`src/rtl/voltage_running_statistics_macros.svh`:
```
// Assertion helpers for the RTL file that asserts.
`ifndef VOLTAGE_RUNNING_STATISTICS_MACROS_SVH
`define VOLTAGE_RUNNING_STATISTICS_MACROS_SVH

// Same-cycle implication, checked out of reset.
`define VRS_ASSERT_NOW(label, ante, cons, msg) \
  label: assert property (@(posedge clk) disable iff (rst) (ante) |-> (cons)) \
    else $error(msg);

// Next-cycle implication, checked out of reset.
`define VRS_ASSERT_NEXT(label, ante, cons, msg) \
  label: assert property (@(posedge clk) disable iff (rst) (ante) |=> (cons)) \
    else $error(msg);

`endif

```
`src/rtl/vrs_pkg.sv`:
```
`default_nettype none
package vrs_pkg;

  localparam int COUNT_BITS   = 22;
  localparam int SUM_BITS     = 32;
  localparam int CODE_BITS    = 10;
  localparam int MV_BITS      = 16;
  localparam int DIV_CNT_BITS = $clog2(SUM_BITS);

  // floor(x / 1023) == (x * MV_RECIP) >> MV_SHIFT for x < 2^26
  localparam int MUL_BITS = 27;
  localparam int PROD_BITS = 2 * MUL_BITS;
  localparam int SCALED_BITS = CODE_BITS + MV_BITS;
  localparam int MV_SHIFT = 36;
  localparam logic [MUL_BITS-1:0] MV_RECIP = 27'd67174465;

  localparam logic [MV_BITS-1:0] FULLSCALE_RESET = 16'd5000;

  localparam logic [3:0] KEY_STOP  = 4'd1;
  localparam logic [3:0] KEY_START = 4'd2;

  typedef enum logic [1:0] {
    MODE_START   = 2'd0,
    MODE_IDLE    = 2'd1,
    MODE_MEASURE = 2'd2
  } mode_t;

  typedef enum logic [2:0] {
    S_READY,
    S_DIV_GO,
    S_DIV,
    S_MUL_A,
    S_MUL_B,
    S_MUL_C,
    S_OUT
  } state_t;

  typedef struct packed {
    logic [3:0]           key_code;
    logic [CODE_BITS-1:0] sample;
  } in_item_t;

  typedef struct packed {
    logic [1:0]         mode;
    logic [MV_BITS-1:0] current_mv;
    logic [MV_BITS-1:0] average_mv;
    logic [MV_BITS-1:0] max_mv;
    logic [MV_BITS-1:0] min_mv;
  } out_item_t;

endpackage
`default_nettype wire

```
`src/rtl/vrs_divider.sv`:
```
`default_nettype none
// Restoring divider, one quotient bit per cycle.
module vrs_divider import vrs_pkg::*; (
  input  wire logic                  clk,
  input  wire logic                  rst,
  input  wire logic                  start,
  input  wire logic [SUM_BITS-1:0]   dividend,
  input  wire logic [COUNT_BITS-1:0] divisor,
  output logic                       done,
  output logic [SUM_BITS-1:0]        quotient
);

  logic [SUM_BITS-1:0]     dvd;
  logic [COUNT_BITS-1:0]   rem;
  logic [COUNT_BITS-1:0]   dsr;
  logic [DIV_CNT_BITS-1:0] cnt;
  logic                    busy;
  logic [COUNT_BITS:0]     rem_shift;
  logic                    fits;

  assign rem_shift = {rem, dvd[SUM_BITS-1]};
  assign fits      = rem_shift >= {1'b0, dsr};
  assign quotient  = dvd;

  always_ff @(posedge clk) begin
    if (rst) begin
      busy <= 1'b0;
      done <= 1'b0;
      cnt  <= '0;
    end else begin
      done <= 1'b0;
      if (start) begin
        busy <= 1'b1;
        cnt  <= DIV_CNT_BITS'(SUM_BITS - 1);
      end else if (busy) begin
        cnt <= cnt - 1'b1;
        if (cnt == '0) begin
          busy <= 1'b0;
          done <= 1'b1;
        end
      end
    end
  end

  always_ff @(posedge clk) begin
    if (start) begin
      dvd <= dividend;
      dsr <= divisor;
      rem <= '0;
    end else if (busy) begin
      dvd <= {dvd[SUM_BITS-2:0], fits};
      if (fits) begin
        rem <= COUNT_BITS'(rem_shift - {1'b0, dsr});
      end else begin
        rem <= rem_shift[COUNT_BITS-1:0];
      end
    end
  end

endmodule
`default_nettype wire

```
`src/rtl/voltage_running_statistics.sv`:
```
`default_nettype none
// Voltmeter statistics engine: running min, max and mean of 10-bit ADC codes.
// Input channel (in_valid/in_stall/in_data): one beat per tick, carrying a
// key code and a sample. A beat is taken when in_valid is high and in_stall
// low; in_stall is high for the whole time an item is being worked on.
// Output channel (out_valid/out_stall/out_data): exactly one result beat per
// input beat, in order: mode plus current, average, max and min millivolts.
// Config channel (cfg_valid/cfg_ready/cfg_data): writes fullscale_mv, always
// ready; write it only while the block is idle.
// Sequence: a tick that takes a sample below the count limit passes through
// accept, divider launch, the divider steps, the four millivolt conversions
// and the output load; a measuring tick without a new mean skips the divider;
// a non-measuring tick goes from accept straight to the output load. The
// 32-step serial divider for the mean and the shared multiplier set its pace.
// Reset (rst, synchronous): start mode, all statistics zero, fullscale 5000.
// A stalled receiver holds the result in the output register; the next
// item may already be accepted and waits in S_OUT until the register frees.
module voltage_running_statistics import vrs_pkg::*; (
  input  wire logic               clk,
  input  wire logic               rst,
  input  wire logic               in_valid,
  output logic                    in_stall,
  input  wire in_item_t           in_data,
  output logic                    out_valid,
  input  wire logic               out_stall,
  output out_item_t               out_data,
  input  wire logic               cfg_valid,
  output logic                    cfg_ready,
  input  wire logic [MV_BITS-1:0] cfg_data
);

  localparam logic [COUNT_BITS-1:0] COUNT_LIMIT = '1;

  state_t state, state_next;
  mode_t  mode_reg, mode_next;

  logic [MV_BITS-1:0]    fullscale_mv;
  logic [CODE_BITS-1:0]  latest_code, latest_code_next;
  logic [CODE_BITS-1:0]  min_code, min_code_next;
  logic [CODE_BITS-1:0]  max_code, max_code_next;
  logic [CODE_BITS-1:0]  mean_code;
  logic [SUM_BITS-1:0]   sample_sum, sample_sum_next;
  logic [COUNT_BITS-1:0] sample_count, sample_count_next;
  logic                  need_div;

  logic [SUM_BITS:0]     sum_wide;
  logic                  in_accept;
  logic                  out_load;

  // millivolt conversion sequencing
  logic [1:0]            idx;
  logic [MV_BITS-1:0]    mv [4];
  logic [CODE_BITS-1:0]  code_sel;
  logic [MUL_BITS-1:0]   mul_a, mul_b;
  logic [PROD_BITS-1:0]  product;

  logic                  div_start;
  logic                  div_done;
  logic [SUM_BITS-1:0]   div_quotient;

  assign cfg_ready = 1'b1;
  assign in_stall  = (state != S_READY);
  assign in_accept = in_valid && !in_stall;
  assign out_load  = (state == S_OUT) && (!out_valid || !out_stall);
  assign div_start = (state == S_DIV_GO);

  vrs_divider u_div (
    .clk      (clk),
    .rst      (rst),
    .start    (div_start),
    .dividend (sample_sum),
    .divisor  (sample_count),
    .done     (div_done),
    .quotient (div_quotient)
  );

  // Mode step and statistics update for one tick.
  always_comb begin
    mode_next         = mode_reg;
    latest_code_next  = latest_code;
    min_code_next     = min_code;
    max_code_next     = max_code;
    sample_sum_next   = sample_sum;
    sample_count_next = sample_count;
    need_div          = 1'b0;
    sum_wide          = {1'b0, sample_sum} + (SUM_BITS + 1)'(in_data.sample);
    unique case (mode_reg)
      MODE_IDLE: begin
        if (in_data.key_code == KEY_START) begin
          mode_next = MODE_MEASURE;
        end else begin
          latest_code_next  = '0;
          min_code_next     = '0;
          max_code_next     = '0;
          sample_sum_next   = '0;
          sample_count_next = '0;
        end
      end
      MODE_MEASURE: begin
        if (in_data.key_code == KEY_STOP) begin
          mode_next = MODE_IDLE;
        end else begin
          latest_code_next = in_data.sample;
          if (sample_count == '0) begin
            // first sample seeds both extremes
            min_code_next = in_data.sample;
            max_code_next = in_data.sample;
          end else begin
            if (in_data.sample < min_code) min_code_next = in_data.sample;
            if (in_data.sample > max_code) max_code_next = in_data.sample;
          end
          if (sample_count != COUNT_LIMIT) begin
            sample_sum_next   = sum_wide[SUM_BITS] ? '1 : sum_wide[SUM_BITS-1:0];
            sample_count_next = sample_count + 1'b1;
            need_div          = 1'b1;
          end
        end
      end
      default: begin
        // start, and the unreachable fourth code, go to idle
        mode_next = MODE_IDLE;
      end
    endcase
  end

  // Sequencer.
  always_comb begin
    state_next = state;
    unique case (state)
      S_READY: begin
        if (in_accept) begin
          if (mode_next != MODE_MEASURE) begin
            state_next = S_OUT;
          end else if (need_div) begin
            state_next = S_DIV_GO;
          end else begin
            state_next = S_MUL_A;
          end
        end
      end
      S_DIV_GO: state_next = S_DIV;
      S_DIV:    if (div_done) state_next = S_MUL_A;
      S_MUL_A:  state_next = S_MUL_B;
      S_MUL_B:  state_next = S_MUL_C;
      S_MUL_C:  state_next = (idx == 2'd3) ? S_OUT : S_MUL_A;
      S_OUT:    if (out_load) state_next = S_READY;
      default:  state_next = S_READY;
    endcase
  end

  always_ff @(posedge clk) begin
    if (rst) begin
      state <= S_READY;
    end else begin
      state <= state_next;
    end
  end

  // Configuration and statistics registers.
  always_ff @(posedge clk) begin
    if (rst) begin
      fullscale_mv <= FULLSCALE_RESET;
      mode_reg     <= MODE_START;
      latest_code  <= '0;
      min_code     <= '0;
      max_code     <= '0;
      mean_code    <= '0;
      sample_sum   <= '0;
      sample_count <= '0;
    end else begin
      if (cfg_valid && cfg_ready) fullscale_mv <= cfg_data;
      if (in_accept) begin
        mode_reg     <= mode_next;
        latest_code  <= latest_code_next;
        min_code     <= min_code_next;
        max_code     <= max_code_next;
        sample_sum   <= sample_sum_next;
        sample_count <= sample_count_next;
        if (mode_reg == MODE_IDLE && mode_next == MODE_IDLE) mean_code <= '0;
      end
      if (state == S_DIV && div_done) mean_code <= div_quotient[CODE_BITS-1:0];
    end
  end

  // Shared multiplier: code * fullscale, then * reciprocal of 1023.
  always_comb begin
    unique case (idx)
      2'd0: code_sel = latest_code;
      2'd1: code_sel = mean_code;
      2'd2: code_sel = max_code;
      2'd3: code_sel = min_code;
      default: code_sel = latest_code;
    endcase
    if (state == S_MUL_B) begin
      mul_a = MUL_BITS'(product[SCALED_BITS-1:0]);
      mul_b = MV_RECIP;
    end else begin
      mul_a = MUL_BITS'(code_sel);
      mul_b = MUL_BITS'(fullscale_mv);
    end
  end

  always_ff @(posedge clk) begin
    if (rst) begin
      idx <= '0;
    end else if (in_accept) begin
      idx <= '0;
    end else if (state == S_MUL_C) begin
      idx <= idx + 1'b1;
    end
  end

  always_ff @(posedge clk) begin
    if (state == S_MUL_A || state == S_MUL_B) product <= mul_a * mul_b;
    if (state == S_MUL_C) mv[idx] <= product[MV_SHIFT +: MV_BITS];
  end

  // Output register.
  always_ff @(posedge clk) begin
    if (rst) begin
      out_valid <= 1'b0;
    end else if (out_load) begin
      out_valid <= 1'b1;
    end else if (!out_stall) begin
      out_valid <= 1'b0;
    end
  end

  always_ff @(posedge clk) begin
    if (out_load) begin
      out_data.mode <= mode_reg;
      if (mode_reg == MODE_MEASURE) begin
        out_data.current_mv <= mv[0];
        out_data.average_mv <= mv[1];
        out_data.max_mv     <= mv[2];
        out_data.min_mv     <= mv[3];
      end else begin
        // dashes on the display
        out_data.current_mv <= '0;
        out_data.average_mv <= '0;
        out_data.max_mv     <= '0;
        out_data.min_mv     <= '0;
      end
    end
  end

`include "voltage_running_statistics_macros.svh"

  `VRS_ASSERT_NEXT(a_busy_after_accept, in_accept, state != S_READY, "accept left block ready")
  `VRS_ASSERT_NOW(a_div_done_in_div, div_done, state == S_DIV, "divider done outside wait")
  `VRS_ASSERT_NOW(a_dashes_zero, out_valid && out_data.mode != MODE_MEASURE,
    out_data.current_mv == '0 && out_data.average_mv == '0 && out_data.max_mv == '0 &&
    out_data.min_mv == '0, "nonzero values outside measure")
  `VRS_ASSERT_NOW(a_max_ge_min, out_valid && out_data.mode == MODE_MEASURE,
    out_data.max_mv >= out_data.min_mv, "max below min")

endmodule
`default_nettype wire

```
`config.mk`:
```
export PLATFORM = sky130hd
export DESIGN_NAME = voltage_running_statistics
export DESIGN_NICKNAME = d
export VERILOG_FILES = /design/src/rtl/vrs_pkg.sv /design/src/rtl/vrs_divider.sv /design/src/rtl/voltage_running_statistics.sv
export VERILOG_INCLUDE_DIRS = /design/src /design/src/rtl
export SDC_FILE = /design/constraint.sdc
export NUM_CORES = 1
export LEC_CHECK = 0
export ABC_AREA = 1
export ABC_CLOCK_PERIOD_IN_PS = 9060
export BUFFER_PORTS_ARGS = -buffer_cell sky130_fd_sc_hd__clkbuf_2
export CAP_MARGIN = 20
export CORE_ASPECT_RATIO = 1.4
export CORE_MARGIN = 2
export CORE_UTILIZATION = 64
export CTS_CLUSTER_SIZE = 24
export DETAILED_ROUTE_END_ITERATION = 10
export GPL_TIMING_DRIVEN = 1
export HOLD_SLACK_MARGIN = 0.03
export PLACE_DENSITY_LB_ADDON = 0.3
export SKIP_LAST_GASP = 1
export SYNTH_ARGS = -nofsm -noshare
export SYNTH_HDL_FRONTEND = slang
export SYNTH_SLANG_ARGS = --single-unit
```
`constraint.sdc`:
```
create_clock -name clk -period 9.06 [get_ports clk]
set_input_delay 1.359 -clock clk [delete_from_list [all_inputs] [get_ports clk]]
set_output_delay 1.359 -clock clk [all_outputs]
set_load 0.02 [all_outputs]
```
Word-level counts from Yosys, hierarchy flattened
Memory sizes are Yosys's and may differ from the RTL's. A register that Yosys moved wholly into a read port is not among the register bits.
Index checks and enable logic that the tools add are counted.
{"block": "op_classes", "add_sub_neg": 5, "mul": 1, "magnitude_cmp": 3, "n_eq_ne": 25, "muxes": 52, "n_bitwise": 1, "reduce_logical": 30}
{"operator": "$mux 32", "count": 6}
{"operator": "$mux 10", "count": 11}
{"operator": "$mux 22", "count": 4}
{"operator": "$pmux 32 s2", "count": 1}
{"operator": "$pmux 10 s2", "count": 3}
{"operator": "$mul 26x27->52", "count": 1}
{"operator": "$pmux 22 s2", "count": 1}
{"operator": "$pmux 10 s4", "count": 1}
{"operator": "$add 32x10->33", "count": 1}
{"operator": "$mux 27", "count": 1}
{"operator": "$mux 26", "count": 1}
{"operator": "$ge 23x22->1", "count": 1}
{"operator": "$add 22x1->22 const B", "count": 1}
{"operator": "$logic_not 22->1", "count": 1}
{"operator": "$ne 22x22->1 const B", "count": 1}
{"operator": "$sub 22x22->22", "count": 1}
{"operator": "$pmux 3 s7", "count": 1}
{"operator": "$mux 3", "count": 5}
{"operator": "$reduce_and 5->1", "count": 3}
{"operator": "$ne 2x2->1 const B", "count": 6}
{"operator": "$mux 1", "count": 11}
{"operator": "$gt 10x10->1", "count": 1}
{"operator": "$lt 10x10->1", "count": 1}
{"operator": "$mux 5", "count": 2}
{"operator": "other kinds (27)", "count": 51}
{"block": "totals", "reg_bits": 255, "ram_bits": 64, "in_bits": 35, "output_inout_bits": 69, "elab_cells": 137, "mem_count": 1}
{"name": "mv", "depth": 4, "width": 16, "read_ports": 4, "rd_ports_with_merged_regs": 4, "wr": 1, "line": "voltage_running_statistics.sv:52", "rtl": "logic [MV_BITS-1:0] mv [4];"}

Longest topological paths before layout
{"block": "logic_depth", "ltp_word": 8, "depth_mapped": 34, "mapped_depth_nobuf": 33}

By module
A second synthesis with hierarchy kept.
{"block": "hier_totals", "hier_cells": 4008, "area_unflattened_um2": 33339.5}
{"module": "voltage_running_statistics", "n_inst": 1, "cells_each": 3325, "area_per_inst_um2": 28289.6, "seq_area_each_um2": 7527.2}
{"module": "vrs_divider", "n_inst": 1, "cells_each": 683, "area_per_inst_um2": 5049.8, "seq_area_each_um2": 2202.1}

Worst setup path before layout
Ideal clock, no wire load.
{"block": "synth_path", "kind": "reg2reg", "startpoint": "register idx[0]", "endpoint": "register product[46], data pin", "setup_time_ps": 252, "arrival_time_ps": 6305, "required_ps": 8808, "slack_ps": 2502, "path_stages_with_launch": 31, "path_buffers": 1, "period_less_slack_ps": 6558, "cell_sequence": "dfxtp_1 > inv_1 > ha_1 > clkbuf_1 > a21oi_1 > o221ai_1 > nand2_1 > nor2_1 > fa_1 > fa_1 > inv_1 > fa_1 > inv_1 > fa_1 > inv_1 > fa_1 > inv_1 > fa_1 > inv_1 > fa_1 > inv_1 > ha_1 > nand2_1 > nor2_1 > nand2_1 > nor3_1 > nand2_1 > nand3_1 > nand2_1 > nand3_1 > nand2_1"}
{"block": "synth_between", "elab_chain_cells": 4, "elab_cells_between_ends": 7, "cone_classes": "mul: 1; eq/ne: 3; mux: 2; reduce/logical: 1"}
{"item": "start: declaration", "line": "voltage_running_statistics.sv:51", "rtl": "logic [1:0] idx;"}
{"item": "start signal: assignment", "line": "voltage_running_statistics.sv:209", "rtl": "idx <= idx + 1'b1;"}
{"item": "$eq 2x2->1 (tied with other cells)", "line": "voltage_running_statistics.sv:187", "rtl": "unique case (idx)"}
{"item": "$pmux 10 s4 *", "line": "voltage_running_statistics.sv:187"}
{"item": "$mux 26 *", "line": "voltage_running_statistics.sv:194", "rtl": "if (state == S_MUL_B) begin"}
{"item": "$mul 26x27->52 *", "line": "voltage_running_statistics.sv:214", "rtl": "if (state == S_MUL_A || state == S_MUL_B) product <= mul_a * mul_b;"}
{"item": "end signal: assignment", "line": "voltage_running_statistics.sv:214"}
{"item": "end: declaration", "line": "voltage_running_statistics.sv:55", "rtl": "logic [PROD_BITS-1:0] product;"}
Every way passes the cells marked *; elsewhere a longest branch is shown, timed or not.
A chain may end at the register's enable or synchronous reset.

Worst setup path in the final report
{"block": "layout_path", "startpoint": "register idx[0]", "endpoint": "register product[39], data pin"}
Same word-level chain as after synthesis.

==> impl_summary.md <==
STA
Setup repair after global routing left no endpoint under its margin. After routing, the total negative slack on setup checks comes to 0 ns. For the final database, setup skew stands at 0.0154 ns. The final-report max-slew violation count came to 0.

Of the available clock period, the critical path in the final layout requires 0.875. The worst slew margin relative to its limit is 0.345. The worst hold-check slack is 0.464 ns. The final count of hold timing violations is 0.

The count of endpoints failing setup in the final report is 0. The post-layout minimum cycle time is 7.93 ns. For this run, the top clock speed supported by timing is 126 MHz.

For the pin with the worst max-slew slack, the measured transition is 0.980 ns.

Finish
The flip-flop count of the largest register after layout is 66. Of the cells placed in the final design, the portion with a size suffix greater than 1 is 0.0497. The layout-stage area growth over the synthesis result is 9.64%.

The number of antenna diodes in the final layout is 0. The largest registers in the layout are out_data: 66 flops, mv: 64 flops, product: 42 flops. The net total in the final layout is 4919. The register ranked first by flip-flop count is out_data.

Clocking
TritonCTS built the clock tree. Clock-pin slew was measured on the worst setup and hold paths at 0.06 ns. For this design, the sink count on the clock tree is 373.

The quantity of hold-fixing buffers added after cts is 0. Post-CTS timing repair inserted 0 buffers for setup. The root buffer cell is sky130_fd_sc_hd__clkbuf_16. The largest buffer count on any clock path is 3. The TritonCTS buffer count is 39. The H-tree was split into 2 levels. The post-cts gate resize count is 0. The later-pin clock latency in the skew report is 0.58 ns.

Logic synthesis
The proportion of synthesized chip area in sequential cells is 0.295. In the post-synthesis netlist, the biggest area contributors are sky130_fd_sc_hd__fa_1 (23%), sky130_fd_sc_hd__edfxtp_1 (21%), sky130_fd_sc_hd__nand2_1 (9.9%), sky130_fd_sc_hd__inv_1 (9.7%), sky130_fd_sc_hd__ha_1 (9.6%). The most used flip-flop cell after synthesis is sky130_fd_sc_hd__edfxtp_1.

The most common cell in the synthesized netlist is sky130_fd_sc_hd__nand2_1. The largest area contributor in the netlist is sky130_fd_sc_hd__fa_1. The area fraction of the dominant cell type after synthesis is 0.228. Of all flip-flops after synthesis, the portion carrying an async set or reset was 0. The commonest cells after synthesis are sky130_fd_sc_hd__nand2_1 (869), sky130_fd_sc_hd__inv_1 (853), sky130_fd_sc_hd__fa_1 (377). Yosys mapped a number of flops with a built-in enable equal to 226. Each instance of the synthesized netlist takes up on average 8.37 sq um.

The count of cell types in the netlist is 48. The post-synthesis register bit count is 373. The post-synth design cell area is 0.0330 sq mm.

During synthesis, Yosys emitted a total of 0 warnings. Synthesis produced a netlist whose cell count is 3948.

Route
The detail-routed via count per cell is 5.42. The detail route stage leaves a number of antenna-violating nets equal to 0. The number of design-rule violations left by the first detailed-router iteration is 1834. After detailed routing, the number of remaining DRC violations is 0. The final routed wirelength across all metal layers is 89900 um. Summing over every cut layer, the via total after detailed routing is 26700. The number of iterations in the first detailed-routing pass is 8. Dividing the detail-routed wire length by the instance count gives 18.2 um.

Global route
The via count of the first global-routing pass was 28300. The wire length of the first global-routing pass is 144000 um. In the global route stage, overall resource usage came out at 0.350. The initial antenna violation count was 0. The total overflow reported by the global router is 0. Entering global routing, the biggest net connects 87 pins.

Worst setup path
The biggest cell delay along the critical path is 0.54 ns. The arrival time of data at the critical path endpoint is 8.23 ns. Among all stages on the critical path, the largest delay is contributed by sky130_fd_sc_hd__fa_1.

For the worst setup path, the data required time is 9.37 ns. Along the worst path, the maximum fanout reaches 11. Among the stages of the critical path, the cell type that occurs most often is sky130_fd_sc_hd__inv_1. The category of the critical setup timing path is reg -> reg.

STA classifies the critical path endpoint as a flop. The worst setup path is launched from a flop.

Placed design
Port buffering added 102 buffers. The weighted congestion reported at the end of routability-driven placement is 0.992. The HPWL after detailed placement is 71900 um.

Job
The max-cap violation count is 0.

Die
The core region is 0.0510 sq mm. The die is 273 um tall. Row generation in the floorplan step produced 98 rows. The initial cell density of the core is 0.648. The floorplan die width is 196 um. For this design the top-level I/O count stands at 104. The floorplan step defined a die boundary enclosing 0.0535 sq mm.

Hold path
The path class of the tightest hold or removal check is reg -> reg.

Status
The flow ran to the end, and the final reports show no timing, DRC or antenna violations.
per-layer routing:
metal / track usage / up-vias / wire (um)
met1: 0.386 / 12800 / 31900
met2: 0.645 / 984 / 46600
li1: - / 12600 / -
met5: 0 / - / 0
met3: 0.0438 / 316 / 5420
met4: 0.205 / 0 / 5920
cells in the final DEF (no fill, tap or decap), drive strengths merged, types with 18 or more instances in the layout:
cell    count
a21oi     211
o21ai     139
nand3     177
ha        253
edfxtp    226
conb      225
nor2      379
fa        377
inv       864
nand3b     22
clkinv     22
xor2       27
nand2     876
nor3       37
clkbuf    150
nand4      49
buf        18
dfxtp     147
cell type report:
cell class / instances / area (sq um)
clock buffers: 48 / 1040
clock inverters: 23 / 185
fillers: 4107 / 14800
inverters: 867 / 3250
multi-input cells: 2853 / 20500
flip-flops and latches: 373 / 9730
well taps: 650 / 813
repair buffers: 120 / 658
final timing paths:
check / from / endpoint / slack [ns] / depth (start not counted)
max reg2reg: idx[0]$_SDFFE_PP0P_ / product[39]$_DFFE_PP_ / 1.13 / 29
max: idx[0]$_SDFFE_PP0P_ / product[39]$_DFFE_PP_ / 1.13 / 29
min reg2reg: u_div.rem[21]$_SDFFE_PP0P_ / u_div.rem[21]$_SDFFE_PP0P_ / 0.46 / 2
min: u_div.rem[21]$_SDFFE_PP0P_ / u_div.rem[21]$_SDFFE_PP0P_ / 0.46 / 2
cells by family (layout without fill, tap and decap cells):
logic type,Yosys count,in the layout,share of synthesized area
xor gates and xnor gates,42,42,0.0111
other,2,225,0.000227
buffers and inverters,945,1058,0.110
AOI/OAI and AO/OA,400,400,0.0646
adders and majority gates,630,630,0.324
and+or+nand+nor,1556,1556,0.196
DFF,373,373,0.295
metrics by stage:
stage	utilization	instances	setup WS [ns]	instance area [sq um]
4_1_cts	0.710	4933	1.34	36200
5_1_grt	0.710	4934	0.824	36200
3_3_place_gp	0.686	4862	1.41	35000
2_1_floorplan	-	4171	2.50	33900
3_5_place_dp	0.686	4862	1.36	35000
6_report	0.710	4934	1.13	36200
critical path: cells and delay by family, from the launching register on:
kind                       cells  cell delay [ns]
adders and majority gates      9             4.08
and+or+nand+nor                9             1.88
DFF                            1             0.35
buffers and inverters         10             1.04
AOI/OAI and AO/OA              1             0.31
Power is left out: the tool's default activity adds up to more than one toggle a clock period on the data nets, which glitch-free logic cannot reach.
